==> config.mk <==
export PLATFORM = sky130hd
export DESIGN_NAME = countdown_timer_with_presets
export DESIGN_NICKNAME = d
export VERILOG_FILES = /design/src/hw/rtl/ctwp_pkg.sv /design/src/hw/rtl/ctwp_in_reg.sv /design/src/hw/rtl/ctwp_core.sv /design/src/hw/rtl/ctwp_out_reg.sv /design/src/hw/rtl/countdown_timer_with_presets.sv
export SDC_FILE = /design/constraint.sdc
export NUM_CORES = 1
export LEC_CHECK = 0
export ABC_CLOCK_PERIOD_IN_PS = 2650
export BUFFER_PORTS_ARGS = -buffer_cell sky130_fd_sc_hd__buf_2
export CAP_MARGIN = 5
export CORE_ASPECT_RATIO = 1.25
export CORE_MARGIN = 10
export CORE_UTILIZATION = 57
export CTS_BUF_LIST = sky130_fd_sc_hd__clkbuf_4
export DETAILED_ROUTE_END_ITERATION = 16
export PLACE_DENSITY = 0.78
export SLEW_MARGIN = 15
export SYNTH_ARGS = -nofsm -noshare
export SYNTH_HDL_FRONTEND = slang
export SYNTH_SLANG_ARGS = --single-unit
==> constraint.sdc <==
create_clock -name clk -period 2.65 [get_ports clk]
set_input_delay 0.265 -clock clk [delete_from_list [all_inputs] [get_ports clk]]
set_output_delay 0.265 -clock clk [all_outputs]
set_load 0.02 [all_outputs]
==> src/hw/rtl/ctwp_pkg.sv <==
package ctwp_pkg;

	// Preset slots and field widths
	localparam int NUM_SLOTS   = 5;
	localparam int SLOT_W      = 3;
	localparam int SLOT_IDX_W  = (NUM_SLOTS > 1) ? $clog2(NUM_SLOTS) : 1;
	localparam int HOURS_W     = 5;
	localparam int MIN_W       = 6;
	localparam int SEC_W       = 6;
	localparam int KEY_W       = 3;
	localparam int ENTRY_W     = HOURS_W + MIN_W + SEC_W;
	localparam int IN_TDATA_W  = 8;
	localparam int OUT_TDATA_W = 32;
	localparam int OUT_USED_W  = 26;

	localparam logic [SLOT_W-1:0]  SLOT_LAST  = SLOT_W'(NUM_SLOTS - 1);
	localparam logic [HOURS_W-1:0] HOURS_MAX  = 5'd23;
	localparam logic [MIN_W-1:0]   MINSEC_MAX = 6'd59;

	// Key codes
	localparam logic [KEY_W-1:0] KEY_SLOT = 3'd1;
	localparam logic [KEY_W-1:0] KEY_EDIT = 3'd2;
	localparam logic [KEY_W-1:0] KEY_INC  = 3'd3;
	localparam logic [KEY_W-1:0] KEY_RUN  = 3'd4;

	typedef enum logic [1:0] {
		MODE_STANDBY = 2'd0,
		MODE_SETTING = 2'd1,
		MODE_RUNNING = 2'd2,
		MODE_PAUSE   = 2'd3
	} mode_t;

	typedef enum logic [1:0] {
		REQ_KEY        = 2'd0,
		REQ_SEC_TICK   = 2'd1,
		REQ_BLINK_TICK = 2'd2
	} req_type_t;

	typedef enum logic [1:0] {
		FIELD_NONE    = 2'd0,
		FIELD_HOURS   = 2'd1,
		FIELD_MINUTES = 2'd2,
		FIELD_SECONDS = 2'd3
	} field_t;

	typedef struct packed {
		req_type_t        req_type;
		logic [KEY_W-1:0] key_code;
		logic             long_press;
	} req_t;

	typedef struct packed {
		logic [HOURS_W-1:0] hours;
		logic [MIN_W-1:0]   minutes;
		logic [SEC_W-1:0]   seconds;
		mode_t              mode;
		field_t             edit_field;
		logic [SLOT_W-1:0]  slot;
		logic               drive_active;
		logic               lamp_on;
	} res_t;

endpackage

==> src/hw/rtl/ctwp_in_reg.sv <==
module ctwp_in_reg
	import ctwp_pkg::*;
(
	input  logic                  clk,
	input  logic                  arst_n,
	input  logic                  s_tvalid,
	output logic                  s_tready,
	input  logic [IN_TDATA_W-1:0] s_tdata,  // [2:0] key_code, [3] long_press, [7:4] zero
	input  logic [1:0]            s_tuser,  // [1:0] req_type
	input  logic                  advance,
	output logic                  valid,
	output req_t                  req
);

	logic valid_s1;
	req_t req_s1;
	logic accept;

	// Take a new item when the stage is empty or moves on this cycle
	assign s_tready = !valid_s1 || advance;
	assign accept   = s_tvalid && s_tready;

	always_ff @(posedge clk or negedge arst_n) begin
		if (!arst_n) begin
			valid_s1 <= 1'b0;
		end else begin
			valid_s1 <= accept || (valid_s1 && !advance);
		end
	end

	// Capture the item fields
	always_ff @(posedge clk) begin
		if (accept) begin
			req_s1.req_type   <= req_type_t'(s_tuser);
			req_s1.key_code   <= s_tdata[KEY_W-1:0];
			req_s1.long_press <= s_tdata[KEY_W];
		end
	end

	assign valid = valid_s1;
	assign req   = req_s1;

endmodule

==> src/hw/rtl/ctwp_core.sv <==
module ctwp_core
	import ctwp_pkg::*;
(
	input  logic clk,
	input  logic arst_n,
	input  logic fire,
	input  req_t req,
	output res_t res
);

	logic [HOURS_W-1:0] hours_q, hours_d;
	logic [MIN_W-1:0]   minutes_q, minutes_d;
	logic [SEC_W-1:0]   seconds_q, seconds_d;
	mode_t              mode_q, mode_d;
	field_t             field_q, field_d;
	logic [SLOT_W-1:0]  slot_q, slot_d;
	logic               blink_q, blink_d;
	logic [ENTRY_W-1:0] store_q [NUM_SLOTS];
	logic               store_wr;

	logic [SLOT_W-1:0]  slot_inc;
	logic [ENTRY_W-1:0] load_entry;
	field_t             field_inc;
	logic [HOURS_W-1:0] hours_inc, hours_dec;
	logic [MIN_W-1:0]   minutes_inc, minutes_dec;
	logic [SEC_W-1:0]   seconds_inc, seconds_dec;
	logic               is_zero;

	// Slot advance and the preset it selects
	assign slot_inc   = (slot_q >= SLOT_LAST) ? '0 : slot_q + SLOT_W'(1);
	assign load_entry = store_q[slot_inc[SLOT_IDX_W-1:0]];
	assign field_inc  = (field_q == FIELD_SECONDS) ? FIELD_HOURS : field_t'(field_q + 2'd1);

	// Field increments with wrap
	assign hours_inc   = (hours_q >= HOURS_MAX) ? '0 : hours_q + HOURS_W'(1);
	assign minutes_inc = (minutes_q >= MINSEC_MAX) ? '0 : minutes_q + MIN_W'(1);
	assign seconds_inc = (seconds_q >= MINSEC_MAX) ? '0 : seconds_q + SEC_W'(1);

	// Count down by one second, hold at zero
	assign is_zero = (hours_q == '0) && (minutes_q == '0) && (seconds_q == '0);

	always_comb begin
		hours_dec   = hours_q;
		minutes_dec = minutes_q;
		seconds_dec = seconds_q;
		if (is_zero) begin
			seconds_dec = '0;
		end else if (seconds_q != '0) begin
			seconds_dec = seconds_q - SEC_W'(1);
		end else if (minutes_q != '0) begin
			minutes_dec = minutes_q - MIN_W'(1);
			seconds_dec = MINSEC_MAX;
		end else begin
			hours_dec   = hours_q - HOURS_W'(1);
			minutes_dec = MINSEC_MAX;
			seconds_dec = MINSEC_MAX;
		end
	end

	// Next state for one item
	always_comb begin
		hours_d   = hours_q;
		minutes_d = minutes_q;
		seconds_d = seconds_q;
		mode_d    = mode_q;
		field_d   = field_q;
		slot_d    = slot_q;
		blink_d   = blink_q;
		store_wr  = 1'b0;
		case (req.req_type)
			REQ_KEY: begin
				if (!req.long_press) begin
					case (req.key_code)
						KEY_SLOT: begin
							if (mode_q == MODE_STANDBY) begin
								slot_d    = slot_inc;
								hours_d   = load_entry[ENTRY_W-1 -: HOURS_W];
								minutes_d = load_entry[SEC_W +: MIN_W];
								seconds_d = load_entry[SEC_W-1:0];
							end
						end
						KEY_EDIT: begin
							mode_d  = MODE_SETTING;
							field_d = field_inc;
						end
						KEY_INC: begin
							if (mode_q == MODE_SETTING) begin
								if (field_q == FIELD_HOURS) hours_d = hours_inc;
								if (field_q == FIELD_MINUTES) minutes_d = minutes_inc;
								if (field_q == FIELD_SECONDS) seconds_d = seconds_inc;
							end
						end
						KEY_RUN: begin
							case (mode_q)
								MODE_STANDBY: mode_d = MODE_RUNNING;
								MODE_RUNNING: mode_d = MODE_PAUSE;
								MODE_PAUSE:   mode_d = MODE_RUNNING;
								MODE_SETTING: begin
									mode_d  = MODE_RUNNING;
									field_d = FIELD_NONE;
								end
								default: mode_d = mode_q;
							endcase
						end
						default: ;
					endcase
				end else begin
					case (req.key_code)
						KEY_EDIT: begin
							store_wr = 1'b1;
							mode_d   = MODE_STANDBY;
							field_d  = FIELD_NONE;
						end
						KEY_INC: begin
							if (mode_q == MODE_SETTING) begin
								if (field_q == FIELD_HOURS) hours_d = hours_inc;
								if (field_q == FIELD_MINUTES) minutes_d = minutes_inc;
								if (field_q == FIELD_SECONDS) seconds_d = seconds_inc;
							end
						end
						KEY_RUN: begin
							if (mode_q == MODE_RUNNING || mode_q == MODE_PAUSE) begin
								mode_d = MODE_STANDBY;
							end
						end
						default: ;
					endcase
				end
			end
			REQ_SEC_TICK: begin
				if (mode_q == MODE_RUNNING) begin
					hours_d   = hours_dec;
					minutes_d = minutes_dec;
					seconds_d = seconds_dec;
				end
			end
			REQ_BLINK_TICK: begin
				if (mode_q == MODE_RUNNING) blink_d = !blink_q;
			end
			default: ;
		endcase
	end

	// Result shows the state after the update
	always_comb begin
		res.hours        = hours_d;
		res.minutes      = minutes_d;
		res.seconds      = seconds_d;
		res.mode         = mode_d;
		res.edit_field   = field_d;
		res.slot         = slot_d;
		res.drive_active = (mode_d == MODE_RUNNING);
		res.lamp_on      = (mode_d == MODE_RUNNING) && blink_d;
	end

	// Hold timer state, advance on each item
	always_ff @(posedge clk or negedge arst_n) begin
		if (!arst_n) begin
			hours_q   <= '0;
			minutes_q <= '0;
			seconds_q <= '0;
			mode_q    <= MODE_STANDBY;
			field_q   <= FIELD_NONE;
			slot_q    <= '0;
			blink_q   <= 1'b0;
		end else if (fire) begin
			hours_q   <= hours_d;
			minutes_q <= minutes_d;
			seconds_q <= seconds_d;
			mode_q    <= mode_d;
			field_q   <= field_d;
			slot_q    <= slot_d;
			blink_q   <= blink_d;
		end
	end

	// Save the current time into the selected preset
	always_ff @(posedge clk or negedge arst_n) begin
		if (!arst_n) begin
			for (int i = 0; i < NUM_SLOTS; i++) begin
				store_q[i] <= '0;
			end
		end else begin
			for (int i = 0; i < NUM_SLOTS; i++) begin
				if (fire && store_wr && (slot_q == SLOT_W'(i))) begin
					store_q[i] <= {hours_q, minutes_q, seconds_q};
				end
			end
		end
	end

endmodule

==> src/hw/rtl/ctwp_out_reg.sv <==
module ctwp_out_reg
	import ctwp_pkg::*;
(
	input  logic                   clk,
	input  logic                   arst_n,
	input  logic                   load,
	input  res_t                   res,
	output logic                   ready,
	output logic                   m_tvalid,
	input  logic                   m_tready,
	output logic [OUT_TDATA_W-1:0] m_tdata
);

	logic valid_s2;
	res_t res_s2;

	// Room for a new result when empty or the held one leaves now
	assign ready = !valid_s2 || m_tready;

	always_ff @(posedge clk or negedge arst_n) begin
		if (!arst_n) begin
			valid_s2 <= 1'b0;
		end else if (load) begin
			valid_s2 <= 1'b1;
		end else if (m_tready) begin
			valid_s2 <= 1'b0;
		end
	end

	always_ff @(posedge clk) begin
		if (load) begin
			res_s2 <= res;
		end
	end

	// Pack result fields, lowest first
	assign m_tvalid = valid_s2;
	assign m_tdata  = {
		(OUT_TDATA_W - OUT_USED_W)'(0),
		res_s2.lamp_on,
		res_s2.drive_active,
		res_s2.slot,
		res_s2.edit_field,
		res_s2.mode,
		res_s2.seconds,
		res_s2.minutes,
		res_s2.hours
	};

endmodule

==> src/hw/rtl/countdown_timer_with_presets.sv <==
// Countdown timer with presets: one result item for every input item.
// An accepted item is held in the input register until the output register has
// room, then its result is loaded there and offered on m_tdata.
// Throughput: one item per cycle while m_tready does not stall the output register.
// Reset (arst_n low, asynchronous): time, mode, edit field, slot, blink phase
// and all preset slots clear to zero; no clearing pass is needed.
module countdown_timer_with_presets
	import ctwp_pkg::*;
(
	input  logic                   clk,
	input  logic                   arst_n,
	input  logic                   s_tvalid,
	output logic                   s_tready,
	input  logic [IN_TDATA_W-1:0]  s_tdata,  // [2:0] key_code, [3] long_press, [7:4] zero
	input  logic [1:0]             s_tuser,  // [1:0] req_type
	output logic                   m_tvalid,
	input  logic                   m_tready,
	output logic [OUT_TDATA_W-1:0] m_tdata   // [4:0] hours, [10:5] minutes, [16:11] seconds,
	                                         // [18:17] mode, [20:19] edit_field, [23:21] slot,
	                                         // [24] drive_active, [25] lamp_on, [31:26] zero
);

	logic valid_s1;
	req_t req_s1;
	res_t res;
	logic out_ready;
	logic fire;

	// Move the held item into the result register when there is room
	assign fire = valid_s1 && out_ready;

	ctwp_in_reg u_in_reg (
		.clk      (clk),
		.arst_n   (arst_n),
		.s_tvalid (s_tvalid),
		.s_tready (s_tready),
		.s_tdata  (s_tdata),
		.s_tuser  (s_tuser),
		.advance  (fire),
		.valid    (valid_s1),
		.req      (req_s1)
	);

	ctwp_core u_core (
		.clk    (clk),
		.arst_n (arst_n),
		.fire   (fire),
		.req    (req_s1),
		.res    (res)
	);

	ctwp_out_reg u_out_reg (
		.clk      (clk),
		.arst_n   (arst_n),
		.load     (fire),
		.res      (res),
		.ready    (out_ready),
		.m_tvalid (m_tvalid),
		.m_tready (m_tready),
		.m_tdata  (m_tdata)
	);

endmodule

Word level (Yosys, flattened, before mapping)
Cells that the tools add are included. Widths: inputs -> output; s select.

Register bits after elaboration: 144. Input port bits: 14. Output and inout port bits: 34. Word-level logic and storage cells: 148.

Add/subtract/negate cells: 8. Magnitude comparators: 5. Eq/ne operators: 17. Mux-type cells: 62. Bitwise gates (word level): 1. Reduce and logical (&&, ||, !) cells: 30.

Operator list (count): $mux 6 (19); $bmux 17 s3 (1); $mux 5 (10); $pmux 6 s2 (4); $mux 17 (2); $pmux 5 s2 (2); $mux 2 (8); $pmux 2 s2 (4); $mux 3 (5); $add 6x1->6 const B (2); $eq 2x2->1 const B (6); $eq 3x2->1 const B (4); $ge 6x6->1 const B (2); $logic_and 1x1->1 (12); $logic_not 6->1 (2); $reduce_bool 6->1 (2); $sub 6x1->6 const B (2); $mux 1 (7); $eq 2x1->1 const B (3); $eq 3x1->1 const B (2); $eq 3x3->1 const B (2); $add 5x1->5 const B (1); $ge 5x5->1 const B (1); $logic_not 5->1 (1); other kinds (12) (19).

Longest topological paths before layout
Depth in word-level cells: 10. Depth in mapped cells: 11.

Hierarchy
From an unflattened synthesis, not the netlist that was laid out.

Cells, all modules: 804. Area, all modules: 8132.8 µm².

By module, submodules not included: ctwp_core (instances 1, cells each 757, area an instance 7015.5 µm²); ctwp_out_reg (instances 1, cells each 36, area an instance 877.1 µm²); ctwp_in_reg (instances 1, cells each 10, area an instance 234.0 µm²); countdown_timer_with_presets (instances 1, cells each 1, area an instance 6.3 µm²).

Worst setup path before layout
No wires, ideal clock.

Path type: register to register. Start point: reg u_core.slot_q[0]. End point: reg u_out_reg.res_s2 (netlist bit u_out_reg.m_tdata[11]) (data pin). Setup time: 0.253 ns. Data arrival time: 2.682 ns. Required time: 2.397 ns. Setup slack: -0.285 ns. Cell stages (with the launch flop): 12. Buffers on the path: 5. Clock period less this slack: 2.935 ns. Path through: dfrtp_1 buf_2 buf_1 inv_1 ha_1 clkbuf_1 clkbuf_1 buf_1 nor2_1 a221oi_1 o211a_1 nand2_1.

RTL lines: start: declaration (line ctwp_core.sv:16) `logic [SLOT_W-1:0] slot_q, slot_d;`; start signal: assignment (line ctwp_core.sv:172) `slot_q <= slot_d;`; end signal: assignment (line ctwp_out_reg.sv:32) `res_s2 <= res;`; end: declaration (line ctwp_out_reg.sv:15) `res_t res_s2;`.

==> flow_metrics.py <==
metrics = {
    "status": {
        "outcome": "finished clean",
    },
    "critical_path": {
        "r2r_slack_ns": 0.12,
        "critPathKind": "reg -> reg",
        "cp-start-kind": "register",
        "r2r_end": "u_out_reg.m_tdata[1]",
        "critPathCaptureType": "register",
        "cpPeakStageDelay_ns": 0.51,
        "crit_top_cell": "o21ai_0",
        "crit_path_cell_trace": "inv_1 > ha_2 > buf_4 > or4_1 > o2111ai_1 > o21ai_0 > o21ai_0 > a21oi_1",
        "arrival_ns": 2.86,
        "r2r_start": "u_core.slot_q[1]",
        "worstPathRequired_ns": 2.98,
        "crit_end": "u_out_reg.m_tdata[1]",
        "cp_num_buf_inv": 2,
        "crit_start": "u_core.slot_q[1]",
        "worst-path-stages": 8,
        "reg2reg_depth": 8,
        "path_delay_family": "compound AO/OA/AOI/OAI gates",
        "cp_max_fo": 11,
        "crit_slowest_cell": "or4_1",
    },
    "finish": {
        "drive_above_1_share_pct": 29.6,
        "utilization_pct": 65.5,
        "nets": 882,
        "area_growth_pct": 13.9,
    },
    "route": {
        "drt-total-wl_mm": 23.9,
        "vias": 6838,
        "wl_per_cell_um": 22.9,
        "drtIter0Drc": 746,
        "via_per_inst": 6.54,
        "ant_nets": 0,
        "drc": 0,
        "dr.pass1.iters": 5,
    },
    "placed_design": {
        "hpwl_mm": 17.1,
        "portBuffers": 37,
        "place_congestion": 1.02,
    },
    "die": {
        "ios": 48,
        "core_um2": 14300,
        "die_x_um": 127,
        "die_h_um": 154,
        "die_area_um2": 19600,
        "fp-row-count": 49,
        "start_util_pct": 57.5,
    },
    "clock_tree": {
        "clk_path_buf_depth": 2,
        "clk_pin_slew_ns": 0.14,
        "cts_root_buf": "clkbuf_4",
        "cts_setup_buffers": 0,
        "clk_latency_ns": 0.59,
        "cts_tree": "yes",
        "numCtsBuffers": 17,
        "cts-htree-levels": 4,
        "cts_sinks": 144,
    },
    "global_routing": {
        "grt_pass1_vias": 6713,
        "grt_usage_pct": 24.2,
        "grt_overflow_total": 0,
        "antenna_found_initial": 1,
        "grt_max_degree": 58,
        "grt_pass1_wl_mm": 37.4,
    },
    "sta": {
        "tns_ns": 0,
        "rsz0062_at_grt": "false",
        "hold_viol": 0,
        "fin_worst_skew_ns": 0.0203,
        "min_period_ns": 2.53,
        "fmax_mhz": 395,
        "tightest_slew_ns": 0.775,
        "relSlewSlack_pct": 48.3,
        "slew_viol_final": 0,
        "setup_viol_count_final": 0,
        "fin_crit_sh_pct": 95.5,
    },
    "logic_synthesis": {
        "ys_warn_count": 0,
        "syn_avg_cell_area_um2": 10.5,
        "ys_top_cells_by_count": "112 x dfrtp_1, 94 x mux2_2, 52 x clkbuf_1, 43 x nand2_1, 38 x o21ai_0",
        "yosysTopAreaCell": "dfrtp_1",
        "syn_inst": 781,
        "seq_area_frac_synth_pct": 45.8,
        "mappedNetlistArea_um2": 8220,
        "ys_seq_elements": 144,
        "synth_edf_count": 32,
        "synth.most_common_cell": "dfrtp_1",
        "synth.distinct_cells": 79,
        "async_reset_ff_share_pct": 77.8,
        "synth_ff_type": "dfrtp_1",
        "netlist.area_leader.share_pct": 34.1,
        "synth.top_cells.by_area": "dfrtp_1 34%, mux2_2 13%, edfxtp_1 12%, ha_1 2.4%, clkbuf_1 2.4%",
    },
    "power_and_ir_drop": {
        "powerDensity_nw_per_um2": 749,
        "peakVddDrop_mv": 0.529,
        "leakage_nw": 3.99,
        "total_power_mw": 7.01,
    },
    "hold_path": {
        "hold_path.class": "in -> async",
    },
    "flow_run": {
        "maxCapViolCount": 0,
    },
}
==> worst min path at each step <==
stage,from,to,cells past startpoint
after global placement,arst_n,u_core.store_q[31],1
after detailed placement,arst_n,u_core.store_q[31],1
after floorplan,arst_n,u_core.blink_q,0
final,arst_n,u_core.store_q[31],2
after global routing,arst_n,u_core.store_q[31],2
after CTS,arst_n,u_core.store_q[31],2
==> flip-flops by register name (all words and copies together) (netlist names) <==
| signal | count |
|---|---|
| u_in_reg.valid | 1 |
| u_out_reg.m_tvalid | 1 |
| u_core.store_q | 85 |
| u_out_reg.m_tdata | 26 |
| u_core.seconds_q | 6 |
| u_in_reg.req | 6 |
| u_core.field_q | 2 |
| u_core.slot_q | 3 |
| u_core.hours_q | 5 |
| u_core.minutes_q | 6 |
| u_core.blink_q | 1 |
| u_core.mode_q | 2 |
==> worst reg2reg max path, stage by stage (launching register included) <==
cell	delay, ns
dfrtp_1	0.44
inv_1	0.11
ha_2	0.36
buf_4	0.19
or4_1	0.51
o2111ai_1	0.11
o21ai_0	0.16
o21ai_0	0.28
a21oi_1	0.11
==> what timing repair did <==
item	CTS	global route
resized for setup	0	9
setup endpoints to repair	0	13
hold endpoints to repair	63	0
hold buffers	10	0
==> where the power goes <==
group	switching, mW	total, mW	internal, mW	leakage (nW)
Combinational	1.63	2.74	1.10	2.04
Clock	0.875	1.46	0.584	0.159
Sequential	0.254	2.82	2.56	1.80
Total	2.76	7.01	4.25	3.99
==> final cells by class <==
class	instances	area, um^2
Sequential cell	144	3760
Clock buffer	18	135
Inverter	26	97.6
Antenna cell	2	5.00
Clock inverter	14	151
Timing Repair Buffer	123	916
Multi-Input combinational cell	540	4070
Tap cell	178	223
Fill cell	1142	4920
==> layer usage <==
metal,share of wire [%],vias to the layer above,global-route usage (%)
met4,4.5,0,11.5
met2,50,334,40.1
li1,-,3065,-
met1,38,3368,29.1
met3,7.5,71,5.40
met5,0,-,0
==> cell families (layout without fill, tap and decap cells) <==
group                      Yosys count  in the layout  share of synthesized area (%)
AOI/OAI and AO/OA                  188            188                           16.2
xor gates and xnor gates             6              6                          0.640
adders and majority gates           16             16                           2.44
buffers and inverters              102            181                           5.28
DFF                                144            144                           45.8
muxes                              112            112                           15.1
other                                1              8                         0.0456
and+or+nand+nor                    212            212                           14.5
==> cells in the final DEF, fill, tap and decap left out, types with 9 or more instances in the layout <==
cell,instances
nand3b_1,10
a21oi_1,31
clkbuf_4,18
and2_1,9
dlygate4sd3_1,10
nand3_1,16
mux2i_1,18
nor3_1,18
nor4_1,10
or3_1,9
nand2_1,43
nand2b_1,11
edfxtp_1,32
ha_1,14
a211oi_1,9
nor2b_1,11
dfrtp_1,112
buf_4,71
nand4_1,10
o211ai_1,10
nor2_1,29
a31oi_1,12
mux2_2,94
o21ai_0,38
inv_1,24
buf_2,36
==> stage by stage <==
step	setup slack [ns]	std cells	instance area, um^2	hold WS (ns)
after global placement	0.0870	1001	8930	0.374
after CTS	0.0220	1043	9320	0.285
final	0.119	1045	9360	0.289
after global routing	0.0211	1045	9360	0.297
after floorplan	0.0532	786	8240	-0.0306
after detailed placement	0.0744	1001	8930	0.384
Power figures use the tool's default switching activity.
